<file path="config.mk">
export PLATFORM = sky130hd
export DESIGN_NAME = pcap_stream_deframer
export DESIGN_NICKNAME = d
export VERILOG_FILES = /design/src/rtl/core/pcapdf_pkg.sv /design/src/rtl/core/pcap_stream_deframer.sv
export SDC_FILE = /design/constraint.sdc
export NUM_CORES = 1
export LEC_CHECK = 0
export ABC_AREA = 1
export BUFFER_PORTS_ARGS = -buffer_cell sky130_fd_sc_hd__buf_4
export CAP_MARGIN = 30
export CORE_AREA = 2 2 185 232
export DETAILED_ROUTE_END_ITERATION = 8
export DIE_AREA = 0 0 187 234
export PLACE_DENSITY = 0.87
export SYNTH_ARGS = -nofsm -noshare
export SYNTH_HDL_FRONTEND = slang
export SYNTH_SLANG_ARGS = --single-unit
</file>
<file path="constraint.sdc">
create_clock -name clk -period 2.6 [get_ports clk]
set_clock_uncertainty 0.05 [all_clocks]
set_input_delay 0 -clock clk [delete_from_list [all_inputs] [get_ports clk]]
set_output_delay 0 -clock clk [all_outputs]
set_load 0.005 [all_outputs]
</file>
<file path="src/rtl/core/pcapdf_pkg.sv">
// ----------------------------------------------------------------------------
// pcapdf_pkg - shared definitions for the PCAP stream deframer
// Result codes, header constants, byte-order helpers and the result record.
// ----------------------------------------------------------------------------
`default_nettype none

package pcapdf_pkg;

    localparam int unsigned GLOBAL_LEN = 24;
    localparam int unsigned RECORD_LEN = 16;

    localparam logic [31:0] MAX_PKT_RESET = 32'd262144;

    // Magic words as read little-endian
    localparam logic [31:0] MAGIC_US      = 32'hA1B2C3D4;
    localparam logic [31:0] MAGIC_US_SWAP = 32'hD4C3B2A1;
    localparam logic [31:0] MAGIC_NS      = 32'hA1B23C4D;
    localparam logic [31:0] MAGIC_NS_SWAP = 32'h4D3CB2A1;

    localparam logic [15:0] FMT_REV_HI = 16'd2;
    localparam logic [15:0] FMT_REV_LO = 16'd4;

    typedef enum logic [1:0] {
        KIND_GLOBAL  = 2'd0,
        KIND_RECORD  = 2'd1,
        KIND_PAYLOAD = 2'd2,
        KIND_STATUS  = 2'd3
    } kind_t;

    typedef enum logic [3:0] {
        ST_OK           = 4'd0,
        ST_TRUNC_GLOBAL = 4'd1,
        ST_BAD_MAGIC    = 4'd2,
        ST_BAD_VERSION  = 4'd3,
        ST_BAD_SNAPLEN  = 4'd4,
        ST_TRUNC_RECORD = 4'd5,
        ST_TRUNC_DATA   = 4'd6,
        ST_OVER_SNAPLEN = 4'd7,
        ST_OVER_MAX     = 4'd8,
        ST_CLEAN_END    = 4'd9
    } status_t;

    typedef struct packed {
        kind_t       kind;
        status_t     status;
        logic [31:0] ts_seconds;
        logic [31:0] ts_fraction;
        logic [31:0] captured_length;
        logic [31:0] original_length;
        logic [7:0]  payload_byte;
        logic        packet_last;
        logic        nanosecond_mode;
        logic [31:0] link_type;
        logic [31:0] snap_length;
    } result_t;

    function automatic logic [31:0] swap32(input logic [31:0] v);
        swap32 = {v[7:0], v[15:8], v[23:16], v[31:24]};
    endfunction

    function automatic logic [15:0] swap16(input logic [15:0] v);
        swap16 = {v[7:0], v[15:8]};
    endfunction

endpackage

`default_nettype wire

</file>
<file path="src/rtl/core/pcap_stream_deframer.sv">
// ----------------------------------------------------------------------------
// pcap_stream_deframer - classic PCAP byte stream parser
// Parses the global header and record headers and forwards payload bytes.
// ----------------------------------------------------------------------------
// Usage:
//   Input channel (in_valid / in_stall): one capture byte per transaction, or
//   an end-of-stream marker (is_end high, in_byte ignored).
//   Output channel (out_valid / out_stall): zero or one result per input
//   transaction: global header accepted, record header, payload byte, status.
//   Config channel (cfg_valid / cfg_ready): writes max_packet_size; ready is
//   always high. Write only while the block is idle.
//   Timing: the input register loads at the accepting edge and the result
//   register loads from it once the result register is free. Throughput: one
//   byte per cycle while the output is not stalled, set by the single parse
//   step between those two registers.
//   Reset: parser returns to the global header phase, max_packet_size goes
//   to 262144, both registers empty.
//   Stall: while the result register is full and stalled, the input register,
//   once full, holds and in_stall rises; nothing is dropped. Any parse error halts the
//   block until reset: inputs are still taken but give no results.
// ----------------------------------------------------------------------------
`default_nettype none

module pcap_stream_deframer (
    input  wire logic        clk,
    input  wire logic        rst_n,
    // input channel
    input  wire logic        in_valid,
    output logic             in_stall,
    input  wire logic [7:0]  in_byte,
    input  wire logic        is_end,
    // config channel
    input  wire logic        cfg_valid,
    output logic             cfg_ready,
    input  wire logic [31:0] cfg_data,
    // output channel
    output logic             out_valid,
    input  wire logic        out_stall,
    output logic [1:0]       kind,
    output logic [3:0]       status,
    output logic [31:0]      ts_seconds,
    output logic [31:0]      ts_fraction,
    output logic [31:0]      captured_length,
    output logic [31:0]      original_length,
    output logic [7:0]       payload_byte,
    output logic             packet_last,
    output logic             nanosecond_mode,
    output logic [31:0]      link_type,
    output logic [31:0]      snap_length
);

    typedef enum logic [2:0] {
        PH_GLOBAL,
        PH_RECORD,
        PH_PAYLOAD,
        PH_DONE,
        PH_HALT
    } phase_t;

    localparam logic [4:0] IDX_MAGIC   = 5'd3;
    localparam logic [4:0] IDX_VERSION = 5'd7;
    localparam logic [4:0] IDX_SNAPLEN = 5'd19;
    localparam logic [4:0] IDX_G_LAST  = 5'(pcapdf_pkg::GLOBAL_LEN - 1);
    localparam logic [4:0] IDX_TS_SEC  = 5'd3;
    localparam logic [4:0] IDX_TS_FRAC = 5'd7;
    localparam logic [4:0] IDX_CAPLEN  = 5'd11;
    localparam logic [4:0] IDX_R_LAST  = 5'(pcapdf_pkg::RECORD_LEN - 1);

    // input register
    logic        in_valid_reg, in_valid_next;
    logic [7:0]  in_byte_reg;
    logic        is_end_reg;

    // parser state
    phase_t              phase_reg, phase_next;
    logic [4:0]          byte_index_reg, byte_index_next;
    logic [31:0]         word_shift_reg, word_shift_next;
    logic                byte_swapped_reg, byte_swapped_next;
    logic                nano_reg, nano_next;
    logic [31:0]         snap_reg, snap_next;
    logic [31:0]         link_reg, link_next;
    logic [31:0]         rec_sec_reg, rec_sec_next;
    logic [31:0]         rec_frac_reg, rec_frac_next;
    logic [31:0]         rec_cap_reg, rec_cap_next;
    logic [31:0]         remaining_reg, remaining_next;
    pcapdf_pkg::status_t pending_reg, pending_next;
    logic [31:0]         max_pkt_reg, max_pkt_next;

    // result register
    logic                out_valid_reg, out_valid_next;
    pcapdf_pkg::result_t out_reg, out_next;

    logic                out_free;
    logic                proc_fire;
    logic                in_accept;
    logic                res_valid;
    pcapdf_pkg::result_t res;
    logic [31:0]         ws_new;
    logic [31:0]         word_val;
    logic [31:0]         magic_word;
    logic [15:0]         ver_major;
    logic [15:0]         ver_minor;
    logic [31:0]         remaining_dec;

    // Handshake: the input register drains when the result register can take
    // a new value this cycle.
    assign out_free  = !out_valid_reg || !out_stall;
    assign proc_fire = in_valid_reg && out_free;
    assign in_stall  = in_valid_reg && !out_free;
    assign in_accept = in_valid && !in_stall;
    assign cfg_ready = 1'b1;

    // Assemble the current 32-bit field; bytes arrive least significant first
    // in native order.
    assign ws_new        = {word_shift_reg[23:0], in_byte_reg};
    assign word_val      = byte_swapped_reg ? ws_new : pcapdf_pkg::swap32(ws_new);
    assign magic_word    = pcapdf_pkg::swap32(ws_new);
    assign ver_major     = byte_swapped_reg ? ws_new[31:16]
                                            : pcapdf_pkg::swap16(ws_new[31:16]);
    assign ver_minor     = byte_swapped_reg ? ws_new[15:0]
                                            : pcapdf_pkg::swap16(ws_new[15:0]);
    assign remaining_dec = remaining_reg - 32'd1;

    always_comb
    begin
        phase_next        = phase_reg;
        byte_index_next   = byte_index_reg;
        word_shift_next   = word_shift_reg;
        byte_swapped_next = byte_swapped_reg;
        nano_next         = nano_reg;
        snap_next         = snap_reg;
        link_next         = link_reg;
        rec_sec_next      = rec_sec_reg;
        rec_frac_next     = rec_frac_reg;
        rec_cap_next      = rec_cap_reg;
        remaining_next    = remaining_reg;
        pending_next      = pending_reg;
        res_valid         = 1'b0;
        res               = '0;

        if (proc_fire)
        begin
            case (phase_reg)
                PH_GLOBAL:
                begin
                    if (is_end_reg)
                    begin
                        res_valid  = 1'b1;
                        res.kind   = pcapdf_pkg::KIND_STATUS;
                        res.status = pcapdf_pkg::ST_TRUNC_GLOBAL;
                        phase_next = PH_HALT;
                    end
                    else
                    begin
                        word_shift_next = ws_new;
                        byte_index_next = byte_index_reg + 5'd1;
                        case (byte_index_reg)
                            IDX_MAGIC:
                            begin
                                case (magic_word)
                                    pcapdf_pkg::MAGIC_US:
                                    begin
                                        byte_swapped_next = 1'b0;
                                        nano_next         = 1'b0;
                                    end
                                    pcapdf_pkg::MAGIC_US_SWAP:
                                    begin
                                        byte_swapped_next = 1'b1;
                                        nano_next         = 1'b0;
                                    end
                                    pcapdf_pkg::MAGIC_NS:
                                    begin
                                        byte_swapped_next = 1'b0;
                                        nano_next         = 1'b1;
                                    end
                                    pcapdf_pkg::MAGIC_NS_SWAP:
                                    begin
                                        byte_swapped_next = 1'b1;
                                        nano_next         = 1'b1;
                                    end
                                    default:
                                        pending_next = pcapdf_pkg::ST_BAD_MAGIC;
                                endcase
                            end
                            IDX_VERSION:
                            begin
                                if (pending_reg == pcapdf_pkg::ST_OK &&
                                    (ver_major != pcapdf_pkg::FMT_REV_HI ||
                                     ver_minor != pcapdf_pkg::FMT_REV_LO))
                                    pending_next = pcapdf_pkg::ST_BAD_VERSION;
                            end
                            IDX_SNAPLEN:
                            begin
                                snap_next = word_val;
                                if (pending_reg == pcapdf_pkg::ST_OK && word_val == '0)
                                    pending_next = pcapdf_pkg::ST_BAD_SNAPLEN;
                            end
                            IDX_G_LAST:
                            begin
                                link_next       = word_val;
                                byte_index_next = '0;
                                res_valid       = 1'b1;
                                if (pending_reg != pcapdf_pkg::ST_OK)
                                begin
                                    res.kind   = pcapdf_pkg::KIND_STATUS;
                                    res.status = pending_reg;
                                    phase_next = PH_HALT;
                                end
                                else
                                begin
                                    res.kind            = pcapdf_pkg::KIND_GLOBAL;
                                    res.nanosecond_mode = nano_reg;
                                    res.link_type       = word_val;
                                    res.snap_length     = snap_reg;
                                    phase_next          = PH_RECORD;
                                end
                            end
                            default:
                            begin
                            end
                        endcase
                    end
                end

                PH_RECORD:
                begin
                    if (is_end_reg)
                    begin
                        res_valid = 1'b1;
                        res.kind  = pcapdf_pkg::KIND_STATUS;
                        if (byte_index_reg == '0)
                        begin
                            res.status = pcapdf_pkg::ST_CLEAN_END;
                            phase_next = PH_DONE;
                        end
                        else
                        begin
                            res.status = pcapdf_pkg::ST_TRUNC_RECORD;
                            phase_next = PH_HALT;
                        end
                    end
                    else
                    begin
                        word_shift_next = ws_new;
                        byte_index_next = byte_index_reg + 5'd1;
                        case (byte_index_reg)
                            IDX_TS_SEC:  rec_sec_next  = word_val;
                            IDX_TS_FRAC: rec_frac_next = word_val;
                            IDX_CAPLEN:  rec_cap_next  = word_val;
                            IDX_R_LAST:
                            begin
                                byte_index_next = '0;
                                res_valid       = 1'b1;
                                // snaplen check takes priority over the limit
                                if (rec_cap_reg > snap_reg)
                                begin
                                    res.kind   = pcapdf_pkg::KIND_STATUS;
                                    res.status = pcapdf_pkg::ST_OVER_SNAPLEN;
                                    phase_next = PH_HALT;
                                end
                                else if (rec_cap_reg > max_pkt_reg)
                                begin
                                    res.kind   = pcapdf_pkg::KIND_STATUS;
                                    res.status = pcapdf_pkg::ST_OVER_MAX;
                                    phase_next = PH_HALT;
                                end
                                else
                                begin
                                    res.kind            = pcapdf_pkg::KIND_RECORD;
                                    res.ts_seconds      = rec_sec_reg;
                                    res.ts_fraction     = rec_frac_reg;
                                    res.captured_length = rec_cap_reg;
                                    res.original_length = word_val;
                                    res.packet_last     = (rec_cap_reg == '0);
                                    res.nanosecond_mode = nano_reg;
                                    res.link_type       = link_reg;
                                    res.snap_length     = snap_reg;
                                    remaining_next      = rec_cap_reg;
                                    phase_next = (rec_cap_reg == '0) ? PH_RECORD
                                                                     : PH_PAYLOAD;
                                end
                            end
                            default:
                            begin
                            end
                        endcase
                    end
                end

                PH_PAYLOAD:
                begin
                    res_valid = 1'b1;
                    if (is_end_reg)
                    begin
                        res.kind   = pcapdf_pkg::KIND_STATUS;
                        res.status = pcapdf_pkg::ST_TRUNC_DATA;
                        phase_next = PH_HALT;
                    end
                    else
                    begin
                        remaining_next      = remaining_dec;
                        res.kind            = pcapdf_pkg::KIND_PAYLOAD;
                        res.payload_byte    = in_byte_reg;
                        res.packet_last     = (remaining_dec == '0);
                        res.nanosecond_mode = nano_reg;
                        res.link_type       = link_reg;
                        res.snap_length     = snap_reg;
                        if (remaining_dec == '0)
                            phase_next = PH_RECORD;
                    end
                end

                PH_DONE:
                begin
                    // ignore bytes; answer each further end again
                    if (is_end_reg)
                    begin
                        res_valid  = 1'b1;
                        res.kind   = pcapdf_pkg::KIND_STATUS;
                        res.status = pcapdf_pkg::ST_CLEAN_END;
                    end
                end

                default:
                begin
                    // halted: drop everything
                end
            endcase
        end
    end

    always_comb
    begin
        in_valid_next = in_valid_reg;
        if (in_accept)
            in_valid_next = 1'b1;
        else if (proc_fire)
            in_valid_next = 1'b0;

        out_valid_next = out_valid_reg;
        out_next       = out_reg;
        if (out_free)
        begin
            out_valid_next = proc_fire && res_valid;
            if (proc_fire && res_valid)
                out_next = res;
        end

        max_pkt_next = cfg_valid ? cfg_data : max_pkt_reg;
    end

    always_ff @(posedge clk or negedge rst_n)
    begin
        if (!rst_n)
        begin
            in_valid_reg     <= 1'b0;
            in_byte_reg      <= '0;
            is_end_reg       <= 1'b0;
            phase_reg        <= PH_GLOBAL;
            byte_index_reg   <= '0;
            word_shift_reg   <= '0;
            byte_swapped_reg <= 1'b0;
            nano_reg         <= 1'b0;
            snap_reg         <= '0;
            link_reg         <= '0;
            rec_sec_reg      <= '0;
            rec_frac_reg     <= '0;
            rec_cap_reg      <= '0;
            remaining_reg    <= '0;
            pending_reg      <= pcapdf_pkg::ST_OK;
            max_pkt_reg      <= pcapdf_pkg::MAX_PKT_RESET;
            out_valid_reg    <= 1'b0;
            out_reg          <= '0;
        end
        else
        begin
            in_valid_reg <= in_valid_next;
            if (in_accept)
            begin
                in_byte_reg <= in_byte;
                is_end_reg  <= is_end;
            end
            phase_reg        <= phase_next;
            byte_index_reg   <= byte_index_next;
            word_shift_reg   <= word_shift_next;
            byte_swapped_reg <= byte_swapped_next;
            nano_reg         <= nano_next;
            snap_reg         <= snap_next;
            link_reg         <= link_next;
            rec_sec_reg      <= rec_sec_next;
            rec_frac_reg     <= rec_frac_next;
            rec_cap_reg      <= rec_cap_next;
            remaining_reg    <= remaining_next;
            pending_reg      <= pending_next;
            max_pkt_reg      <= max_pkt_next;
            out_valid_reg    <= out_valid_next;
            out_reg          <= out_next;
        end
    end

    assign out_valid       = out_valid_reg;
    assign kind            = out_reg.kind;
    assign status          = out_reg.status;
    assign ts_seconds      = out_reg.ts_seconds;
    assign ts_fraction     = out_reg.ts_fraction;
    assign captured_length = out_reg.captured_length;
    assign original_length = out_reg.original_length;
    assign payload_byte    = out_reg.payload_byte;
    assign packet_last     = out_reg.packet_last;
    assign nanosecond_mode = out_reg.nanosecond_mode;
    assign link_type       = out_reg.link_type;
    assign snap_length     = out_reg.snap_length;

    // Halt is sticky until reset
    a_halt_sticky: assert property (@(posedge clk) disable iff (!rst_n)
        phase_reg == PH_HALT |=> phase_reg == PH_HALT)
        else $error("parser left halt without reset");

    // Header byte counters stay inside their header
    a_global_index: assert property (@(posedge clk) disable iff (!rst_n)
        phase_reg == PH_GLOBAL |-> byte_index_reg < 5'(pcapdf_pkg::GLOBAL_LEN))
        else $error("global header index out of range");

    a_record_index: assert property (@(posedge clk) disable iff (!rst_n)
        phase_reg == PH_RECORD |-> byte_index_reg < 5'(pcapdf_pkg::RECORD_LEN))
        else $error("record header index out of range");

    // Payload phase always has bytes left to pass
    a_payload_left: assert property (@(posedge clk) disable iff (!rst_n)
        phase_reg == PH_PAYLOAD |-> remaining_reg != '0)
        else $error("payload phase with no bytes remaining");

    // Input only stalls behind a full, stalled result register
    a_stall_cause: assert property (@(posedge clk) disable iff (!rst_n)
        in_stall |-> in_valid_reg && out_valid_reg && out_stall)
        else $error("input stalled without a blocked result");

endmodule

`default_nettype wire

</file>
* Yosys cells after proc, flatten, opt, wreduce, memory -nomap -nowiden *
Cells that the tools add are included.

word-level totals
  register bits after elaboration = 481
  latch bits = 0
  bits in writable memories = 0
  memory bits (read-only) = 0
  bits of input ports = 46
  memories kept = 0

cells by class
  add/subtract/negate cells = 2
  multiply operators = 0
  divide/modulo/power cells = 0
  magnitude comparators = 2
  eq/ne operators = 27
  shift-type cells = 0
  muxes and demuxes = 71
  bitwise operators = 1
  reductions and logical operators = 45

operators with widths
  kind                     count
  $mux W128                4
  $mux W66                 4
  $mux W208                1
  $mux W65                 3
  $pmux W65 S3             1
  $mux W32                 6
  $mux W134                1
  $eq A32 B32 Y1 const B   3
  $logic_not A32 Y1        3
  $mux W74                 1
  $gt A32 B32 Y1           2
  $pmux W32 S2             1
  $mux W3                  11
  $eq A32 B31 Y1 const B   1
  $mux W16                 2
  $sub A32 B1 Y32 const B  1
  $mux W6                  5
  $mux W4                  6
  $pmux W6 S4              1
  $reduce_and A4 Y1        6
  $mux W5                  4
  $ne A16 B2 Y1 const B    1
  $ne A16 B3 Y1 const B    1
  $ne A2 B2 Y1 const B     8
  34 further kinds         71

* Logic depth before layout (Yosys ltp) *
  word-level depth = 7
  mapped depth = 21
  gate-level depth less buffers = 20

* Worst setup path before layout *
No wires, ideal clock.

  path type = register to register
  start = register rec_cap_reg[31]
  end = register remaining_reg[10]
  arrival = 2.184 ns
  required time = 2.420 ns
  setup slack = 0.236 ns
  cell stages (with the launch flop) = 12
  buffers on the path = 1
  path through = dfrtp_1 -> ha_1 -> nand2_1 -> nor2_1 -> nand4_1 -> nor3b_1 -> nand4_1 -> nand2_1 -> nand2_1 -> a21oi_4 -> clkbuf_1 -> o21ai_0

between the ends
  longest elaborated chain between the ends = 3

ends and longest elaborated chain
  element                                   line                                                      RTL
  from (decl)                               pcap_stream_deframer.sv:84                                logic [31:0] rec_cap_reg, rec_cap_next;
  from (signal assigned)                    pcap_stream_deframer.sv:392                               rec_cap_reg <= rec_cap_next;
  $gt A32 B32 Y1, on equally long branches  pcap_stream_deframer.sv:261, pcap_stream_deframer.sv:255
  $ne A2 B2 Y1 (no line)                    -
  $reduce_and A7 Y1 (no line) (*)           -
  to (signal assigned)                      pcap_stream_deframer.sv:393                               remaining_reg <= remaining_next;
  to (decl)                                 pcap_stream_deframer.sv:85                                logic [31:0] remaining_reg, remaining_next;

Every way passes the cells marked *; elsewhere a longest branch is shown, timed or not.
A chain may end at the register's enable or synchronous reset.

* Final worst setup path *
  start = register out_valid_reg (netlist: out_valid)
  end = register rec_sec_reg[22]

between the ends
  longest elaborated chain between the ends = 4

ends and longest elaborated chain
  element                      line                         RTL
  from (decl)                  pcap_stream_deframer.sv:90   logic out_valid_reg, out_valid_next;
  from (signal assigned)       pcap_stream_deframer.sv:396  out_valid_reg <= out_valid_next;
  $logic_not A1 Y1             pcap_stream_deframer.sv:107  assign out_free = !out_valid_reg || !out_stall;
  $logic_or A1 B1 Y1           pcap_stream_deframer.sv:107
  $logic_and A1 B1 Y1          pcap_stream_deframer.sv:108  assign proc_fire = in_valid_reg && out_free;
  $reduce_and A4 Y1 (no line)  -
  to (signal assigned)         pcap_stream_deframer.sv:390  rec_sec_reg <= rec_sec_next;
  to (decl)                    pcap_stream_deframer.sv:82   logic [31:0] rec_sec_reg, rec_sec_next;

Every way passes these cells.

==> results.py <==
metrics = {
    "sta": {
        "finalCriticalPeriod_ps": 2935,
        "fmax_mhz": 340.7,
        "rsz0062_at_grt": "true",
        "hold_viol_final": 0,
        "worst_pin_slew_ps": 954.9,
        "slew_viol_final": 0,
        "slew_headroom_pct": 35.67,
        "period_share_pct": 112.9,
        "setup_viol": 231,
        "layout_setup_ws_ps": -335.1,
    },
    "place": {
        "gp_congestion": 1.043,
        "portBuffers": 255,
        "hpwl_microns": 54740,
        "dpl_cell_area_sq_mm": 0.02608,
    },
    "critical_path": {
        "worstPathMaxFanout": 64,
        "path_class": "flop to flop",
        "start_kind": "flop",
        "required_ps": 2960,
        "critPathMaxStageDelay_ps": 810,
        "crit_path_end_kind": "flop",
        "rr_worst_depth": 10,
        "critical_path_arrival_ps": 3300,
        "worstPathCellList": "nand2_1 > inv_1 > nor2_2 > inv_2 > nor2_1 > nand2_2 > clkinvlp_4 > nand3_2 > buf_6 > o21ai_0",
        "slowest_stage": "o21ai_0",
    },
    "layout": {
        "fin_area_sq_mm": 0.03025,
        "areaGrowthSynthToFinish_pct": 34.04,
        "final_nets": 3394,
        "layout-drive-gt1-share_pct": 21.08,
        "post-route-util_pct": 72.51,
    },
    "logic_synthesis": {
        "yosys_warnings": 0,
        "ys_types": 44,
        "netlist_instances": 2802,
        "synth_edf_count": 0,
        "synth_area_sq_mm": 0.02257,
        "synth_top_area_cell": "dfrtp_1",
        "synth_ff_type": "dfrtp_1",
        "synth_fp_nets": 2918,
        "ys_top_cells_by_area": "dfrtp_1, nand2_1, o21ai_0",
        "syn_area_per_cell_sq_um": 8.055,
        "synth.top_cell.area_share_pct": 53.11,
        "ys_top_cells_by_count": "nand2_1, dfrtp_1, o21ai_0",
        "synth_seq_cells": 480,
        "synth_most_common_cell": "nand2_1",
        "ys_seq_area_share_pct": 53.22,
        "synthArstFlopShare_pct": 100.0,
    },
    "grt": {
        "grt_pass1_wl_microns": 122800,
        "grt_pass1_vias": 22274,
        "grt_start_max_net_pins": 72,
        "grt_use_total_pct": 36.48,
        "overflow": 0,
        "grt_antenna_before_repair": 3,
    },
    "cts": {
        "cts_root_buffer": "clkbuf_16",
        "clk_pin_slew_ps": 70,
        "ctsLongestPathBuffers": 3,
        "clkSinkCount": 480,
        "cts_inserted_buffers": 47,
        "htreeDepth": 2,
        "cts_tree": "yes",
        "insertion_delay_ps": 610,
    },
    "floorplanning": {
        "std_cell_rows": 84,
        "start_util_pct": 54.09,
        "dieArea_sq_mm": 0.04376,
        "ios": 257,
        "die_w_microns": 187,
        "coreArea_sq_mm": 0.04173,
        "dieHeight_microns": 234,
    },
    "routing": {
        "drt_iter0_drc": 3165,
        "wl_per_cell_microns": 23.34,
        "num_vias": 23355,
        "drt-pass1-iter-count": 7,
        "post-route-drc-count": 0,
        "ant_nets": 0,
        "via_per_inst": 6.032,
        "wl_microns": 90380,
    },
    "power_and_ir_drop": {
        "leakage_nw": 14.51,
        "p_per_area_mw_per_mm2": 515.0,
        "ir_drop_uv": 466.0,
    },
    "run": {
        "maxCapViolCount": 0,
    },
    "hold_path": {
        "whs_path_depth": 4,
        "holdCritPathClass": "primary input to flop",
    },
    "run_status": {
        "violations": "negative setup slack",
        "status": "finished with violations",
    },
}
critical path: cells and delay by family, from the launching register on:
kind            cells  cell delay, ps
compound gates      1             810
flops               1             380
buf+inv             4             650
simple gates        5             850
logic make-up (layout without fill, tap and decap cells):
family,after synthesis,in the layout,synth area share [%]
compound gates,575,575,13.13
xor+xnor,9,9,0.3493
fa+ha+maj,70,70,3.880
buf+inv,437,946,7.606
flops,480,480,53.22
mux,1,1,0.04989
other cells,1,3,0.01661
simple gates,1229,1229,21.74
where the power goes:
group | switching, mW | leakage [nW] | internal (mW)
registers | 0.0330 | 6.34 | 7.53
logic | 0.480 | 7.37 | 0.302
clock network | 3.14 | 0.805 | 4.10
what timing repair did:
action                                  CTS  global route
endpoints found under the setup margin  188           368
hold buffers                            109             0
cloned                                    0            21
endpoints found under the hold margin   522             0
pin swaps                                 3            25
buffers inserted                          1            22
gates resized for setup                  18           320
worst paths after layout:
| path | end | slack [ps] | start |
|---|---|---|---|
| setup / recovery | rec_sec_reg[22]$_DFFE_PN0P_ | -340 | out_valid$_DFFE_PN0P_ |
| hold / removal | in_byte_reg[7]$_DFFE_PN0P_ | 160 | in_byte[7] |
| setup reg to reg | rec_sec_reg[22]$_DFFE_PN0P_ | -340 | out_valid$_DFFE_PN0P_ |
| hold reg to reg | link_type[26]$_DFFE_PN0P_ | 440 | link_type[26]$_DFFE_PN0P_ |
| max in group asynchronous | snap_length[29]$_DFFE_PN0P_ | 1450 | rst_n |
| min in group asynchronous | snap_reg[5]$_DFFE_PN0P_ | 350 | rst_n |
cell usage in the layout, fill, tap and decap left out, types with 10 or more instances in the layout:
cell / netlist / routed
o21ai_1: 29 / 75
nand4_1: 53 / 53
nor4_1: 12 / 10
clkbuf_16: 0 / 63
ha_1: 70 / 59
a21oi_1: 51 / 48
nand2_2: 1 / 18
nor2_2: 2 / 17
nand3_1: 38 / 33
nor2_1: 163 / 144
buf_6: 4 / 11
clkbuf_8: 0 / 15
ha_4: 0 / 10
nor3_1: 16 / 16
inv_1: 308 / 308
o21ai_2: 1 / 89
o21ai_0: 463 / 321
dfrtp_1: 479 / 471
dlygate4sd3_1: 0 / 108
buf_12: 0 / 28
nand2_1: 933 / 914
buf_4: 2 / 380
per-layer routing:
layer	GRT usage [%]	vias up	wire length, microns
li1	-	9902	-
met4	28.40	4	9355
met1	41.62	11076	29460
met2	61.04	1757	41630
met3	7.004	616	9905
met5	0	-	30
stage by stage:
| stage | hold WS, ps | setup TNS (ps) | power (mW) | instances | setup slack (ps) |
|---|---|---|---|---|---|
| 3_3_place_gp | -9.966 | -695.3 | 8.240 | 3636 | -57.15 |
| 3_5_place_dp | -13.62 | -8936 | 8.262 | 3636 | -125.2 |
| 4_1_cts | 141.6 | 0 | 15.45 | 3828 | 17.52 |
| 6_report | 159.2 | -29370 | 15.58 | 3872 | -335.1 |
| 5_1_grt | 176.4 | -35980 | 15.93 | 3870 | -411.0 |
| 2_1_floorplan | -345.6 | 0 | 7.876 | 2802 | 235.9 |
layout make-up:
type                            count  area (sq um)
Antenna cell                        2         5.005
Clock buffer                       66          1409
Clock inverter                     16         206.4
Fill cell                        2779         11470
Inverter                          315          1191
Multi-Input combinational cell   1885          9585
Sequential cell                   480         12020
Tap cell                          559         699.4
Timing Repair Buffer              549          5135
Note: power is estimated with default switching activity, not from simulation.
